File: src/sv/tmwd_pkg.sv
// ----------------------------------------------------------------------------
// Tilt median wheel duty package
// Shared widths, types, register codes and arithmetic constants.
// ----------------------------------------------------------------------------
package tmwd_pkg;

    localparam int ANGLE_W     = 9;
    localparam int DUTY_W      = 10;
    localparam int CFG_W       = 9;
    localparam int CFG_INDEX_W = 1;
    localparam int QUEUE_DEPTH = 2;
    localparam int LANES       = 2;
    localparam int LANE_PITCH  = 0;
    localparam int LANE_ROLL   = 1;

    typedef logic signed [ANGLE_W-1:0] angle_t;
    typedef logic signed [DUTY_W-1:0]  duty_t;
    typedef logic [CFG_W-1:0]          cfg_t;

    localparam logic [CFG_INDEX_W-1:0] REG_DEAD_BAND  = 1'b0;
    localparam logic [CFG_INDEX_W-1:0] REG_DUTY_LIMIT = 1'b1;

    localparam cfg_t DEAD_BAND_RST  = 9'd20;
    localparam cfg_t DUTY_LIMIT_RST = 9'd499;

    // angle map: (v + 90) * 254 / 180 - 127
    localparam int MAP_PROD_W = 19;
    localparam int MAP_MAG_W  = 17;
    localparam int MAP_Q_W    = 10;
    localparam int MAP_M_W    = 11;
    localparam int MAP_SHIFT  = 24;
    localparam logic signed [MAP_PROD_W-1:0] MAP_OFFSET = 19'sd90;
    localparam logic signed [MAP_PROD_W-1:0] MAP_SCALE  = 19'sd254;
    localparam logic [MAP_MAG_W-1:0]         MAP_RECIP  = 17'd93207;
    localparam logic signed [MAP_M_W-1:0]    MAP_BIAS   = 11'sd127;

    // duty map: (x + 127) * 998 / 254 - 499
    localparam int MIX_W       = 12;
    localparam int DUTY_PROD_W = 22;
    localparam int DUTY_MAG_W  = 20;
    localparam int DUTY_Q_W    = 13;
    localparam int DUTY_D_W    = 14;
    localparam int DUTY_SHIFT  = 28;
    localparam int DUTY_RCP_W  = 21;
    localparam logic signed [MIX_W-1:0]       MIX_BIAS   = 12'sd127;
    localparam logic signed [DUTY_PROD_W-1:0] DUTY_SCALE = 22'sd998;
    localparam logic [DUTY_RCP_W-1:0]         DUTY_RECIP = 21'd1056833;
    localparam logic signed [DUTY_D_W-1:0]    DUTY_BIAS  = 14'sd499;

endpackage

File: src/sv/tmwd_if.sv
// ----------------------------------------------------------------------------
// Tilt median wheel duty channels
// Valid/ready channels for tilt samples and wheel duty results.
// ----------------------------------------------------------------------------
interface tmwd_in_if;
    import tmwd_pkg::*;

    logic   valid;
    logic   ready;
    angle_t pitch_angle;
    angle_t roll_angle;

    modport source (output valid, output pitch_angle, output roll_angle, input ready);
    modport sink   (input valid, input pitch_angle, input roll_angle, output ready);
endinterface

interface tmwd_out_if;
    import tmwd_pkg::*;

    logic  valid;
    logic  ready;
    duty_t duty_a;
    duty_t duty_b;

    modport source (output valid, output duty_a, output duty_b, input ready);
    modport sink   (input valid, input duty_a, input duty_b, output ready);
endinterface

File: src/sv/tmwd_front.sv
// ----------------------------------------------------------------------------
// Tilt median wheel duty front end
// Collects tilt transactions into windows and pushes each full window.
// ----------------------------------------------------------------------------
module tmwd_front #(
    parameter int WINDOW_LEN = 5
) (
    input  logic                                         clk,
    input  logic                                         rst_n,
    tmwd_in_if.sink                                      tilt,
    input  logic                                         full,
    output logic                                         push,
    output logic [2*WINDOW_LEN*tmwd_pkg::ANGLE_W-1:0]    push_data
);
    import tmwd_pkg::*;

    localparam int CNT_W = $clog2(WINDOW_LEN);
    localparam logic [CNT_W-1:0] LAST = CNT_W'(WINDOW_LEN - 1);

    logic [CNT_W-1:0] count_reg;
    logic [CNT_W-1:0] count_next;
    angle_t           pitch_win_reg [WINDOW_LEN];
    angle_t           roll_win_reg  [WINDOW_LEN];
    logic             accept;

    always_comb
    begin
        tilt.ready = (count_reg != LAST) || !full;
        accept     = tilt.valid && tilt.ready;
        push       = accept && (count_reg == LAST);
        count_next = count_reg;
        if (accept)
        begin
            count_next = (count_reg == LAST) ? '0 : count_reg + 1'b1;
        end
    end

    always_comb
    begin
        for (int i = 0; i < WINDOW_LEN - 1; i++)
        begin
            push_data[i*ANGLE_W +: ANGLE_W]                = pitch_win_reg[i];
            push_data[(WINDOW_LEN+i)*ANGLE_W +: ANGLE_W]   = roll_win_reg[i];
        end
        push_data[(WINDOW_LEN-1)*ANGLE_W +: ANGLE_W]       = tilt.pitch_angle;
        push_data[(2*WINDOW_LEN-1)*ANGLE_W +: ANGLE_W]     = tilt.roll_angle;
    end

    always_ff @(posedge clk or negedge rst_n)
    begin
        if (!rst_n)
        begin
            count_reg <= '0;
        end
        else
        begin
            count_reg <= count_next;
        end
    end

    always_ff @(posedge clk)
    begin
        if (accept)
        begin
            pitch_win_reg[count_reg] <= tilt.pitch_angle;
            roll_win_reg[count_reg]  <= tilt.roll_angle;
        end
    end

    a_push_restarts: assert property (@(posedge clk) disable iff (!rst_n)
        push |=> count_reg == '0)
        else $error("window count did not restart after push");

endmodule

File: src/sv/tmwd_queue.sv
// ----------------------------------------------------------------------------
// Tilt median wheel duty window queue
// Short queue of full windows between the front end and the back end.
// ----------------------------------------------------------------------------
module tmwd_queue #(
    parameter int DATA_W = 90
) (
    input  logic              clk,
    input  logic              rst_n,
    input  logic              push,
    input  logic [DATA_W-1:0] push_data,
    output logic              full,
    input  logic              pop,
    output logic [DATA_W-1:0] pop_data,
    output logic              empty
);
    import tmwd_pkg::*;

    localparam int PTR_W = $clog2(QUEUE_DEPTH);
    localparam int CNT_W = $clog2(QUEUE_DEPTH + 1);
    localparam logic [PTR_W-1:0] PTR_LAST = PTR_W'(QUEUE_DEPTH - 1);
    localparam logic [CNT_W-1:0] CNT_FULL = CNT_W'(QUEUE_DEPTH);

    logic [DATA_W-1:0] entry_reg [QUEUE_DEPTH];
    logic [PTR_W-1:0]  wr_ptr_reg;
    logic [PTR_W-1:0]  rd_ptr_reg;
    logic [CNT_W-1:0]  count_reg;
    logic [PTR_W-1:0]  wr_ptr_next;
    logic [PTR_W-1:0]  rd_ptr_next;
    logic [CNT_W-1:0]  count_next;

    always_comb
    begin
        full        = (count_reg == CNT_FULL);
        empty       = (count_reg == '0);
        pop_data    = entry_reg[rd_ptr_reg];
        wr_ptr_next = wr_ptr_reg;
        rd_ptr_next = rd_ptr_reg;
        count_next  = count_reg;
        if (push)
        begin
            wr_ptr_next = (wr_ptr_reg == PTR_LAST) ? '0 : wr_ptr_reg + 1'b1;
        end
        if (pop)
        begin
            rd_ptr_next = (rd_ptr_reg == PTR_LAST) ? '0 : rd_ptr_reg + 1'b1;
        end
        case ({push, pop})
            2'b10:   count_next = count_reg + 1'b1;
            2'b01:   count_next = count_reg - 1'b1;
            default: count_next = count_reg;
        endcase
    end

    always_ff @(posedge clk or negedge rst_n)
    begin
        if (!rst_n)
        begin
            wr_ptr_reg <= '0;
            rd_ptr_reg <= '0;
            count_reg  <= '0;
        end
        else
        begin
            wr_ptr_reg <= wr_ptr_next;
            rd_ptr_reg <= rd_ptr_next;
            count_reg  <= count_next;
        end
    end

    always_ff @(posedge clk)
    begin
        if (push)
        begin
            entry_reg[wr_ptr_reg] <= push_data;
        end
    end

    a_no_overflow: assert property (@(posedge clk) disable iff (!rst_n)
        push |-> !full)
        else $error("push into full window queue");

    a_no_underflow: assert property (@(posedge clk) disable iff (!rst_n)
        pop |-> !empty)
        else $error("pop from empty window queue");

endmodule

File: src/sv/tmwd_back.sv
// ----------------------------------------------------------------------------
// Tilt median wheel duty back end
// Sorts a window by odd-even passes, maps medians, mixes and clips duties.
// ----------------------------------------------------------------------------
module tmwd_back #(
    parameter int WINDOW_LEN = 5
) (
    input  logic                                         clk,
    input  logic                                         rst_n,
    input  logic                                         empty,
    output logic                                         pop,
    input  logic [2*WINDOW_LEN*tmwd_pkg::ANGLE_W-1:0]    pop_data,
    input  tmwd_pkg::cfg_t                               dead_band,
    input  tmwd_pkg::cfg_t                               duty_limit,
    tmwd_out_if.source                                   duty
);
    import tmwd_pkg::*;

    localparam int MID    = WINDOW_LEN / 2;
    localparam int PASS_W = $clog2(WINDOW_LEN);
    localparam logic [PASS_W-1:0] LAST_PASS = PASS_W'(WINDOW_LEN - 1);

    localparam logic [2:0] B_IDLE     = 3'd0;
    localparam logic [2:0] B_SORT     = 3'd1;
    localparam logic [2:0] B_MAP_MUL  = 3'd2;
    localparam logic [2:0] B_MAP_DIV  = 3'd3;
    localparam logic [2:0] B_MIX      = 3'd4;
    localparam logic [2:0] B_DUTY_MUL = 3'd5;
    localparam logic [2:0] B_DUTY_DIV = 3'd6;
    localparam logic [2:0] B_CLIP     = 3'd7;

    logic [2:0]        state_reg;
    logic [2:0]        state_next;
    logic [PASS_W-1:0] pass_reg;
    logic [PASS_W-1:0] pass_next;
    logic              out_valid_reg;
    logic              out_valid_next;
    logic              out_free;

    angle_t                         win_reg  [LANES][WINDOW_LEN];
    angle_t                         win_load [LANES][WINDOW_LEN];
    angle_t                         win_sort [LANES][WINDOW_LEN];
    logic [MAP_MAG_W-1:0]           mmag_reg [LANES];
    logic                           mneg_reg [LANES];
    logic signed [MAP_M_W-1:0]      m_reg    [LANES];
    logic signed [MIX_W-1:0]        t_reg    [LANES];
    logic [DUTY_MAG_W-1:0]          dmag_reg [LANES];
    logic                           dneg_reg [LANES];
    logic signed [DUTY_D_W-1:0]     d_reg    [LANES];
    duty_t                          duty_a_reg;
    duty_t                          duty_b_reg;

    logic signed [MAP_PROD_W-1:0]   map_prod  [LANES];
    logic [MAP_MAG_W-1:0]           mmag_next [LANES];
    logic [MAP_MAG_W+MAP_MAG_W-1:0] map_qprod [LANES];
    logic signed [MAP_M_W-1:0]      map_q     [LANES];
    logic signed [MAP_M_W-1:0]      m_next    [LANES];
    logic signed [MIX_W-1:0]        t_next    [LANES];
    logic signed [DUTY_PROD_W-1:0]  duty_prod [LANES];
    logic [DUTY_MAG_W-1:0]          dmag_next [LANES];
    logic [DUTY_MAG_W+DUTY_RCP_W-1:0] duty_qprod [LANES];
    logic signed [DUTY_D_W-1:0]     duty_q    [LANES];
    logic signed [DUTY_D_W-1:0]     d_next    [LANES];
    logic signed [DUTY_D_W-1:0]     clip_val  [LANES];
    logic signed [DUTY_D_W-1:0]     db_s;
    logic signed [DUTY_D_W-1:0]     lim_s;

    always_comb
    begin
        out_free       = !out_valid_reg || duty.ready;
        pop            = (state_reg == B_IDLE) && !empty;
        state_next     = state_reg;
        pass_next      = pass_reg;
        out_valid_next = out_valid_reg && !duty.ready;
        unique case (state_reg)
            B_IDLE:
            begin
                if (!empty)
                begin
                    state_next = B_SORT;
                    pass_next  = '0;
                end
            end
            B_SORT:
            begin
                pass_next = pass_reg + 1'b1;
                if (pass_reg == LAST_PASS)
                begin
                    state_next = B_MAP_MUL;
                end
            end
            B_MAP_MUL:  state_next = B_MAP_DIV;
            B_MAP_DIV:  state_next = B_MIX;
            B_MIX:      state_next = B_DUTY_MUL;
            B_DUTY_MUL: state_next = B_DUTY_DIV;
            B_DUTY_DIV: state_next = B_CLIP;
            B_CLIP:
            begin
                if (out_free)
                begin
                    state_next     = B_IDLE;
                    out_valid_next = 1'b1;
                end
            end
            default:    state_next = B_IDLE;
        endcase
    end

    always_comb
    begin
        db_s  = $signed({5'b0, dead_band});
        lim_s = $signed({5'b0, duty_limit});
        for (int l = 0; l < LANES; l++)
        begin
            for (int i = 0; i < WINDOW_LEN; i++)
            begin
                win_load[l][i] = pop_data[(l*WINDOW_LEN+i)*ANGLE_W +: ANGLE_W];
                win_sort[l][i] = win_reg[l][i];
            end
            // odd-even transposition: disjoint pairs, parity set by pass
            for (int i = 0; i < WINDOW_LEN - 1; i++)
            begin
                if ((1'(i % 2) == pass_reg[0]) && (win_reg[l][i] > win_reg[l][i+1]))
                begin
                    win_sort[l][i]   = win_reg[l][i+1];
                    win_sort[l][i+1] = win_reg[l][i];
                end
            end

            map_prod[l]  = (MAP_PROD_W'(win_reg[l][MID]) + MAP_OFFSET) * MAP_SCALE;
            mmag_next[l] = map_prod[l][MAP_PROD_W-1] ? MAP_MAG_W'(-map_prod[l])
                                                     : MAP_MAG_W'(map_prod[l]);
            map_qprod[l] = (MAP_MAG_W+MAP_MAG_W)'(mmag_reg[l]) *
                           (MAP_MAG_W+MAP_MAG_W)'(MAP_RECIP);
            map_q[l]     = $signed({1'b0, map_qprod[l][MAP_SHIFT +: MAP_Q_W]});
            m_next[l]    = (mneg_reg[l] ? -map_q[l] : map_q[l]) - MAP_BIAS;

            duty_prod[l]  = DUTY_PROD_W'(t_reg[l]) * DUTY_SCALE;
            dmag_next[l]  = duty_prod[l][DUTY_PROD_W-1] ? DUTY_MAG_W'(-duty_prod[l])
                                                        : DUTY_MAG_W'(duty_prod[l]);
            duty_qprod[l] = (DUTY_MAG_W+DUTY_RCP_W)'(dmag_reg[l]) *
                            (DUTY_MAG_W+DUTY_RCP_W)'(DUTY_RECIP);
            duty_q[l]     = $signed({1'b0, duty_qprod[l][DUTY_SHIFT +: DUTY_Q_W]});
            d_next[l]     = (dneg_reg[l] ? -duty_q[l] : duty_q[l]) - DUTY_BIAS;

            // deadband first, then saturate
            clip_val[l] = d_reg[l];
            if ((d_reg[l] < db_s) && (d_reg[l] > -db_s))
            begin
                clip_val[l] = '0;
            end
            if (clip_val[l] > lim_s)
            begin
                clip_val[l] = lim_s;
            end
            if (clip_val[l] < -lim_s)
            begin
                clip_val[l] = -lim_s;
            end
        end
        t_next[0] = MIX_W'(m_reg[LANE_ROLL]) - MIX_W'(m_reg[LANE_PITCH]) + MIX_BIAS;
        t_next[1] = -MIX_W'(m_reg[LANE_PITCH]) - MIX_W'(m_reg[LANE_ROLL]) + MIX_BIAS;
    end

    always_ff @(posedge clk or negedge rst_n)
    begin
        if (!rst_n)
        begin
            state_reg     <= B_IDLE;
            pass_reg      <= '0;
            out_valid_reg <= 1'b0;
        end
        else
        begin
            state_reg     <= state_next;
            pass_reg      <= pass_next;
            out_valid_reg <= out_valid_next;
        end
    end

    always_ff @(posedge clk)
    begin
        for (int l = 0; l < LANES; l++)
        begin
            if (pop)
            begin
                win_reg[l] <= win_load[l];
            end
            else if (state_reg == B_SORT)
            begin
                win_reg[l] <= win_sort[l];
            end
            if (state_reg == B_MAP_MUL)
            begin
                mmag_reg[l] <= mmag_next[l];
                mneg_reg[l] <= map_prod[l][MAP_PROD_W-1];
            end
            if (state_reg == B_MAP_DIV)
            begin
                m_reg[l] <= m_next[l];
            end
            if (state_reg == B_MIX)
            begin
                t_reg[l] <= t_next[l];
            end
            if (state_reg == B_DUTY_MUL)
            begin
                dmag_reg[l] <= dmag_next[l];
                dneg_reg[l] <= duty_prod[l][DUTY_PROD_W-1];
            end
            if (state_reg == B_DUTY_DIV)
            begin
                d_reg[l] <= d_next[l];
            end
        end
        if ((state_reg == B_CLIP) && out_free)
        begin
            duty_a_reg <= clip_val[0][DUTY_W-1:0];
            duty_b_reg <= clip_val[1][DUTY_W-1:0];
        end
    end

    assign duty.valid  = out_valid_reg;
    assign duty.duty_a = duty_a_reg;
    assign duty.duty_b = duty_b_reg;

    a_pop_starts_sort: assert property (@(posedge clk) disable iff (!rst_n)
        pop |=> (state_reg == B_SORT) && (pass_reg == '0))
        else $error("window pop did not start the sort");

    a_clip_delivers: assert property (@(posedge clk) disable iff (!rst_n)
        (state_reg == B_CLIP) && out_free |=> out_valid_reg && (state_reg == B_IDLE))
        else $error("clipped duties not registered for output");

endmodule

File: src/sv/tilt_median_wheel_duty_top.sv
// Front end takes one tilt transaction per cycle; a window queue of two decouples it,
// though the last transaction of a window waits while that queue is full.
// Back end handles one window at a time (a pop, WINDOW_LEN odd-even sort passes and
// six map/mix/clip steps); the clip step waits while the last duties are not taken.
// Reset clears window count, queue, sequencer and output valid; dead_band to 20,
// duty_limit to 499; window contents are not cleared.
// ----------------------------------------------------------------------------
// Tilt median wheel duty top level
// Median-of-window tilt smoothing and mixing into two signed wheel duties.
// ----------------------------------------------------------------------------
module tilt_median_wheel_duty_top #(
    parameter int WINDOW_LEN = 5
) (
    input  logic                                 clk,
    input  logic                                 rst_n,
    input  logic                                 cfg_we,
    input  logic [tmwd_pkg::CFG_INDEX_W-1:0]     cfg_index,
    input  logic [tmwd_pkg::CFG_W-1:0]           cfg_data,
    tmwd_in_if.sink                              tilt,
    tmwd_out_if.source                           duty
);
    import tmwd_pkg::*;

    localparam int WIN_W = 2 * WINDOW_LEN * ANGLE_W;

    cfg_t             dead_band_reg;
    cfg_t             duty_limit_reg;
    logic             push;
    logic             full;
    logic             pop;
    logic             empty;
    logic [WIN_W-1:0] push_data;
    logic [WIN_W-1:0] pop_data;

    always_ff @(posedge clk or negedge rst_n)
    begin
        if (!rst_n)
        begin
            dead_band_reg  <= DEAD_BAND_RST;
            duty_limit_reg <= DUTY_LIMIT_RST;
        end
        else if (cfg_we)
        begin
            unique case (cfg_index)
                REG_DEAD_BAND:  dead_band_reg  <= cfg_data;
                REG_DUTY_LIMIT: duty_limit_reg <= cfg_data;
                default:        dead_band_reg  <= dead_band_reg;
            endcase
        end
    end

    tmwd_front #(
        .WINDOW_LEN (WINDOW_LEN)
    ) u_front (
        .clk       (clk),
        .rst_n     (rst_n),
        .tilt      (tilt),
        .full      (full),
        .push      (push),
        .push_data (push_data)
    );

    tmwd_queue #(
        .DATA_W (WIN_W)
    ) u_queue (
        .clk       (clk),
        .rst_n     (rst_n),
        .push      (push),
        .push_data (push_data),
        .full      (full),
        .pop       (pop),
        .pop_data  (pop_data),
        .empty     (empty)
    );

    tmwd_back #(
        .WINDOW_LEN (WINDOW_LEN)
    ) u_back (
        .clk        (clk),
        .rst_n      (rst_n),
        .empty      (empty),
        .pop        (pop),
        .pop_data   (pop_data),
        .dead_band  (dead_band_reg),
        .duty_limit (duty_limit_reg),
        .duty       (duty)
    );

endmodule
File: src/flat_wrapper.sv
// flat-port wrapper written by rule: the top's interface ports become plain ports
module tilt_median_wheel_duty_top_flat import tmwd_pkg::*;
#(
    parameter int WINDOW_LEN = 5
)
  (clk, rst_n, cfg_we, cfg_index, cfg_data, tilt_valid, tilt_pitch_angle, tilt_roll_angle, tilt_ready, duty_valid, duty_duty_a, duty_duty_b, duty_ready);
  tmwd_in_if tilt_i ();
  tmwd_out_if duty_i ();
  input  logic clk;
  input  logic rst_n;
  input  logic cfg_we;
  input  logic [tmwd_pkg::CFG_INDEX_W-1:0] cfg_index;
  input  logic [tmwd_pkg::CFG_W-1:0] cfg_data;
  input wire logic [$bits(tilt_i.valid)-1:0] tilt_valid;
  input wire logic [$bits(tilt_i.pitch_angle)-1:0] tilt_pitch_angle;
  input wire logic [$bits(tilt_i.roll_angle)-1:0] tilt_roll_angle;
  output wire logic [$bits(tilt_i.ready)-1:0] tilt_ready;
  output wire logic [$bits(duty_i.valid)-1:0] duty_valid;
  output wire logic [$bits(duty_i.duty_a)-1:0] duty_duty_a;
  output wire logic [$bits(duty_i.duty_b)-1:0] duty_duty_b;
  input wire logic [$bits(duty_i.ready)-1:0] duty_ready;
  assign tilt_i.valid = tilt_valid;
  assign tilt_i.pitch_angle = tilt_pitch_angle;
  assign tilt_i.roll_angle = tilt_roll_angle;
  assign tilt_ready = tilt_i.ready;
  assign duty_valid = duty_i.valid;
  assign duty_duty_a = duty_i.duty_a;
  assign duty_duty_b = duty_i.duty_b;
  assign duty_i.ready = duty_ready;
  tilt_median_wheel_duty_top #(.WINDOW_LEN(WINDOW_LEN)) u_core (.clk(clk), .rst_n(rst_n), .cfg_we(cfg_we), .cfg_index(cfg_index), .cfg_data(cfg_data), .tilt(tilt_i), .duty(duty_i));
endmodule
File: config.mk
export PLATFORM = sky130hd
export DESIGN_NAME = tilt_median_wheel_duty_top_flat
export DESIGN_NICKNAME = d
export VERILOG_FILES = /design/src/sv/tmwd_pkg.sv /design/src/sv/tmwd_if.sv /design/src/sv/tmwd_front.sv /design/src/sv/tmwd_queue.sv /design/src/sv/tmwd_back.sv /design/src/sv/tilt_median_wheel_duty_top.sv /design/src/flat_wrapper.sv
export SDC_FILE = /design/constraint.sdc
export NUM_CORES = 2
export LEC_CHECK = 0
export BUFFER_PORTS_ARGS = -buffer_cell sky130_fd_sc_hd__buf_2
export CAP_MARGIN = 0
export CORE_ASPECT_RATIO = 0.6
export CORE_MARGIN = 2
export CORE_UTILIZATION = 30
export CTS_BUF_LIST = sky130_fd_sc_hd__clkbuf_16
export CTS_CLUSTER_DIAMETER = 120
export DETAILED_ROUTE_END_ITERATION = 6
export PLACE_DENSITY_LB_ADDON = 0.15
export SETUP_SLACK_MARGIN = 0.15
export SLEW_MARGIN = 20
export SYNTH_ARGS = -nofsm -noshare
export SYNTH_HDL_FRONTEND = slang
export SYNTH_HIERARCHICAL = 1
export SYNTH_SLANG_ARGS = --single-unit
File: constraint.sdc
create_clock -name clk -period 10.3 [get_ports clk]
set_input_delay 1.03 -clock clk [delete_from_list [all_inputs] [get_ports clk]]
set_output_delay 1.03 -clock clk [all_outputs]
set_load 0.005 [all_outputs]
Word-level counts from Yosys, hierarchy flattened
Memories as Yosys holds them, arrays and structs flattened.
Index checks and enable logic that the tools add are counted.
- register bits: 52
- RAM bits: 512
- bits of input ports: 33
- output and inout bits: 22
- logic and storage cells: 177
- memories kept: 11
- add/sub/neg operators: 27
- $mul: 8
- order comparisons: 16
- equality and inequality tests: 16
- multiplexer cells: 55
- bitwise gates (word level): 4
- reductions and logical operators: 29
- memory list (memory ; words ; width ; read ports ; clocked after Yosys merged registers in ; write ports ; RTL line ; RTL):
    u_core.u_queue.entry_reg ; 2 ; 90 ; 1 ; 0 ; 1 ; tmwd_queue.sv:24 ; logic [DATA_W-1:0] entry_reg [QUEUE_DEPTH];
    u_core.u_back.win_reg ; 2 ; 45 ; 2 ; 0 ; 2 ; tmwd_back.sv:40 ; angle_t win_reg [LANES][WINDOW_LEN];
    u_core.u_front.pitch_win_reg ; 5 ; 9 ; 4 ; 0 ; 1 ; tmwd_front.sv:22 ; angle_t pitch_win_reg [WINDOW_LEN];
    u_core.u_front.roll_win_reg ; 5 ; 9 ; 4 ; 0 ; 1 ; tmwd_front.sv:23 ; angle_t roll_win_reg [WINDOW_LEN];
    u_core.u_back.dmag_reg ; 2 ; 20 ; 2 ; 0 ; 2 ; tmwd_back.sv:47 ; logic [DUTY_MAG_W-1:0] dmag_reg [LANES];
    u_core.u_back.mmag_reg ; 2 ; 17 ; 2 ; 0 ; 2 ; tmwd_back.sv:43 ; logic [MAP_MAG_W-1:0] mmag_reg [LANES];
    5 more memories ; -- ; -- ; -- ; -- ; -- ; -- ;
- operator list (kind ; count):
    18-bit two-way mux ; 8
    45-bit two-way mux ; 2
    14-bit two-way mux ; 6
    20-bit by 21-bit multiplier with 41-bit output (second input constant) ; 2
    9-bit > comparator ; 8
    17-bit by 17-bit multiplier with 34-bit output (second input constant) ; 2
    12-bit by 10-bit multiplier with 21-bit output (second input constant) ; 2
    20-bit two-way mux ; 2
    20-bit negation ; 2
    10-bit by 8-bit multiplier with 18-bit output (second input constant) ; 2
    17-bit two-way mux ; 2
    17-bit negation ; 2
    14-bit by 10-bit > comparator with 1-bit output ; 2
    14-bit > comparator ; 2
    14-bit by 10-bit less-than comparator with 1-bit output ; 2
    14-bit less-than comparator ; 2
    13-bit negation with 14-bit output ; 2
    9-bit negation with 14-bit output ; 2
    14-bit by 10-bit subtractor with 14-bit output (second input constant) ; 2
    12-bit by 8-bit adder with 12-bit output (second input constant) ; 2
    3-bit one-hot mux with 8 select lines ; 1
    1-bit two-way mux ; 23
    11-bit two-way mux ; 2
    10-bit negation with 11-bit output ; 2
    other kinds (30) ; 71

Longest topological paths before layout
- word-level depth: 8
- mapped depth: 40
- mapped depth without buffers: 40

Hierarchy
The synthesis kept the hierarchy.
- by module, submodules not included (module ; times used ; cells an instance ; area each (um^2) ; sequential area each (um^2)):
    tmwd_back ; 1 ; 4341 ; 41965.2 ; 7862.5
    tmwd_queue ; 1 ; 296 ; 6737.7 ; 5505.3
    tmwd_front ; 1 ; 117 ; 2549.9 ; 2237.1
    tilt_median_wheel_duty_top ; 1 ; 39 ; 695.7 ; 461.7

Worst setup path before layout
No wires, ideal clock.
- path type: reg2reg
- start point: register u_core.dead_band_reg[0]
- end point: register u_core.u_back.duty_b_reg[1] (netlist: u_core/u_back/duty.duty_b[1]), data pin
- arrival: 7.489 ns
- required time: 10.040 ns
- slack: 2.551 ns
- cell stages (with the launch flop): 39
- path buffers: 0
- cells stage by stage: dfrtp_1 > inv_1 > ha_1 > inv_1 > ha_1 > nor2b_1 > o21a_1 > o21a_1 > o21a_1 > o21a_1 > o21ai_0 > a21oi_1 > a2111oi_0 > mux2i_1 > o21ai_1 > and2_1 > ha_1 > nor2b_1 > [3 not listed] > o21a_1 > o21a_1 > o21a_1 > or3_1 > a31o_2 > inv_2 > mux2_2 > ha_1 > a21o_1 > a21o_1 > a21oi_1 > nor2b_1 > o21ai_0 > nand2b_1 > a21oi_1 > nand2_1 > o31ai_4 > mux2_2
- RTL lines (what ; RTL line ; RTL):
    start: declaration ; tilt_median_wheel_duty_top.sv:26 ; cfg_t dead_band_reg;
    start signal: assignment ; tilt_median_wheel_duty_top.sv:45 ; REG_DEAD_BAND: dead_band_reg <= cfg_data;
    start signal: assignment ; tilt_median_wheel_duty_top.sv:47 ; default: dead_band_reg <= dead_band_reg;
    end signal: assignment ; tmwd_back.sv:219 ; duty_b_reg <= clip_val[1][DUTY_W-1:0];
    end: declaration ; tmwd_back.sv:51 ; duty_t duty_b_reg;

==> key figures <==
Routing
  • DRC viols: 0
  • Post-Route WL: ~130000 um
  • Vias/cell: about 4.7
  • DRT iter0 DRCs: 2324
  • Via count: 33768
  • DRT antenna net count: 0
  • WL/cell: about 18 um
  • Pre-Repair DR Iteration Count: 5

Placement
  • Post-Place Setup Slack: about 1.4 ns
  • Post-DP HPWL: roughly 100000 um
  • Placed cell count: between 7000 and 8000
  • Routability Congestion: ~0.85
  • IO buf count: 54
  • Area of placed instances: 54820 um2

Layout
  • Share of cells above drive strength 1: 0.07889
  • Design area: roughly 57000 um2
  • Final std cells w/o fill: roughly 7200
  • Fill cells: 17512
  • Final net count: between 6000 and 7000
  • Layout area overhead: 9.176%
  • Largest register FFs: 180

Setup path
  • Critical path's slowest cell: a2111oi_0
  • Crit path launch type: register
  • Worst-path maximum fanout: 10
  • Slowest stage delay, CP: ~0.57 ns
  • CP Class: register to register
  • R2r endpoint: u_core/u_back/duty.duty_b[6]
  • Required time of the critical path: 10.68 ns
  • Worst flop-to-flop path startpoint: u_core/dead_band_reg[1]
  • R2r setup slk: ~1.4 ns
  • Worst Path Arrival: slightly above 9 ns
  • Setup crit end kind: register
  • CP startpoint: u_core/dead_band_reg[1]
  • Most frequent CP cell: o21a_1
  • FF-to-FF path depth: 38

STA
  • Final number of setup-violating endpoints: 0
  • Final Max Tran Viols: 0
  • Fmax: roughly 110 MHz
  • Period utilization: 0.8637
  • RSZ-0062 raised after global routing: false
  • Slew HR: 0.3051
  • Total negative slack: 0 ns
  • Layout Skew: approximately 0.042 ns
  • Final hold vios: 0
  • Slew @ Worst Pin: 1.042 ns
  • Tmin final: roughly 9 ns
  • Final worst slack: approximately 1.4 ns

Global route
  • Total GRT Usage: 0.1484
  • Global-route wire length before repair: approximately 200000 um
  • Antenna violations before repair: 7
  • Number of global-route vias before repair: roughly 34000
  • Pin count of the biggest net entering global routing: 65
  • Overflow after GRT: 0

Clock network
  • Post-CTS sizing: 0
  • Clk_lat worst skew: just under 0.7 ns
  • Post-CTS Repair Setup Buffers: 0
  • CTS tree: yes
  • CTS max path bufs: 3
  • CTS sink count: between 500 and 600
  • Cts hold-fix bufs: 0
  • H-tree depth: 2
  • Num CTS Buffers: between 50 and 60
  • Clock transition at the registers of the reported paths: around 0.070 ns
  • Clock root buffer: clkbuf_16

Floorplan
  • Die height: ~330 um
  • Die ar.: approximately 180000 um2
  • Cell Rows: 118
  • Initial Util: 0.3015
  • CORE AREA: approximately 170000 um2
  • I/O Pins: between 50 and 60
  • Die width: around 540 um

Synthesis
  • Syn Area/Cell: about 11 um2
  • Async S/R FF share, synth: 0.05926
  • Area contributors post-synth: edfxtp_1, ha_1, fa_1, inv_1, xnor2_1
  • EDFF count, synth: about 500
  • Ys flop type: edfxtp_1
  • Mapped Cells: roughly 4800
  • Sequential area share after synthesis: 0.3093
  • #FFs+latches synth: between 500 and 600
  • Largest area contributor in the netlist: edfxtp_1
  • Distinct cells, synth: between 100 and 150
  • Post-synth net total: roughly 6100
  • Syn. warnings: 6
  • Commonest cells in the netlist: inv_1, ha_1, edfxtp_1
  • Netlist Area Pre-Place: 51950 um2
  • Top cell type's share of synthesized area: 0.2936
  • Count leader, synth: inv_1

Outcome
  • Outcome: complete, no violations

Run
  • Maxcap violations: 0

Min path
  • Worst Hold Class: input pin to asynchronous set/reset pin
-- metal layers --
| metal | global-route usage | up-vias | wire length (um) |
|---|---|---|---|
| met5 | 0 | - | 27 |
| met4 | 0.01799 | 4 | 1393 |
| met3 | 0.02334 | 86 | 6560 |
| met2 | 0.1860 | 555 | 46170 |
| met1 | 0.2581 | 16433 | 76170 |
| li1 | - | 16690 | - |
-- per-stage QoR --
step / hold WS, ns / util
final: 0.4202 / 0.3292
after global routing: 0.4398 / 0.3291
after detailed placement: 0.4290 / 0.3182
after global placement: 0.4231 / 0.3182
after CTS: 0.4140 / 0.3291
after floorplan: 0.4215 / -
-- how the worst max path moves through the flow --
stage	end	slack, ns	cells after the start
global route	u_core/u_back/duty.duty_b[8]	0.82	37
global placement	u_core/u_back/duty.duty_b[7]	1.47	39
finish	u_core/u_back/duty.duty_b[6]	1.40	38
detailed placement	u_core/u_back/duty.duty_b[6]	1.43	37
floorplan	u_core/u_back/duty.duty_b[1]	2.55	38
CTS	u_core/u_back/duty.duty_b[6]	1.38	37
-- cell usage in the layout (no fill, tap or decap), types with 19 or more instances in the layout --
cell and n:
xor2_1 86, nor3_1 65, a21oi_1 165, clkbuf_16 59, fa_1 383, a31oi_1 24
nor2b_1 53, nand2b_1 40, o21ai_0 129, nand4_1 42, o21bai_1 32, buf_4 31
and3_1 23, mux2i_1 35, inv_1 868, xnor2_1 212, nor2_1 227, nand2_1 203
a221oi_1 22, a21o_1 55, or3_1 19, nor4_1 41, and2_1 31, edfxtp_1 508
o21a_1 68, ha_1 848, a221o_1 20, a22o_1 21, dfrtp_1 22, buf_2 54
nand3_1 45, mux2_2 135
-- area by class of cell --
class / instances / area, um2 / area share
multi-input cells: 3293 / 32150 / 0.5669
flip-flops and latches: 540 / 16070 / 0.2834
inverters: 863 / 3239 / 0.05712
well taps: 2280 / 2853 / 0.05030
clock buffers: 59 / 1476 / 0.02603
repair buffers: 85 / 503.0 / 0.008868
clock inverters: 53 / 410.4 / 0.007236
diodes: 4 / 10.01 / 0.0001765
-- critical path: cells and delay by family (launching register included) --
kind | cells | cell delay, ns
AO/OA/AOI/OAI | 23 | 4.66
XOR/XNOR | 1 | 0.23
adder cells (fa/ha/maj) | 4 | 1.16
buffers and inverters | 2 | 0.31
flip-flops | 1 | 0.42
multiplexers | 3 | 1.17
AND/OR/NAND/NOR | 5 | 0.67
-- cell families (layout without fill, tap and decap cells) --
family                   after synthesis  after routing  share of synthesized area
XOR/XNOR                             298            298                    0.05024
AO/OA/AOI/OAI                        705            705                    0.09316
adder cells (fa/ha/maj)             1231           1231                     0.3518
AND/OR/NAND/NOR                      889            889                    0.08659
flip-flops                           540            540                     0.3093
other                                  0              4                          0
multiplexers                         170            170                    0.03601
buffers and inverters                960           1060                    0.07288
Power is not shown: default switching activity piles up to over one toggle a cycle in this logic, so the estimate is an artifact.
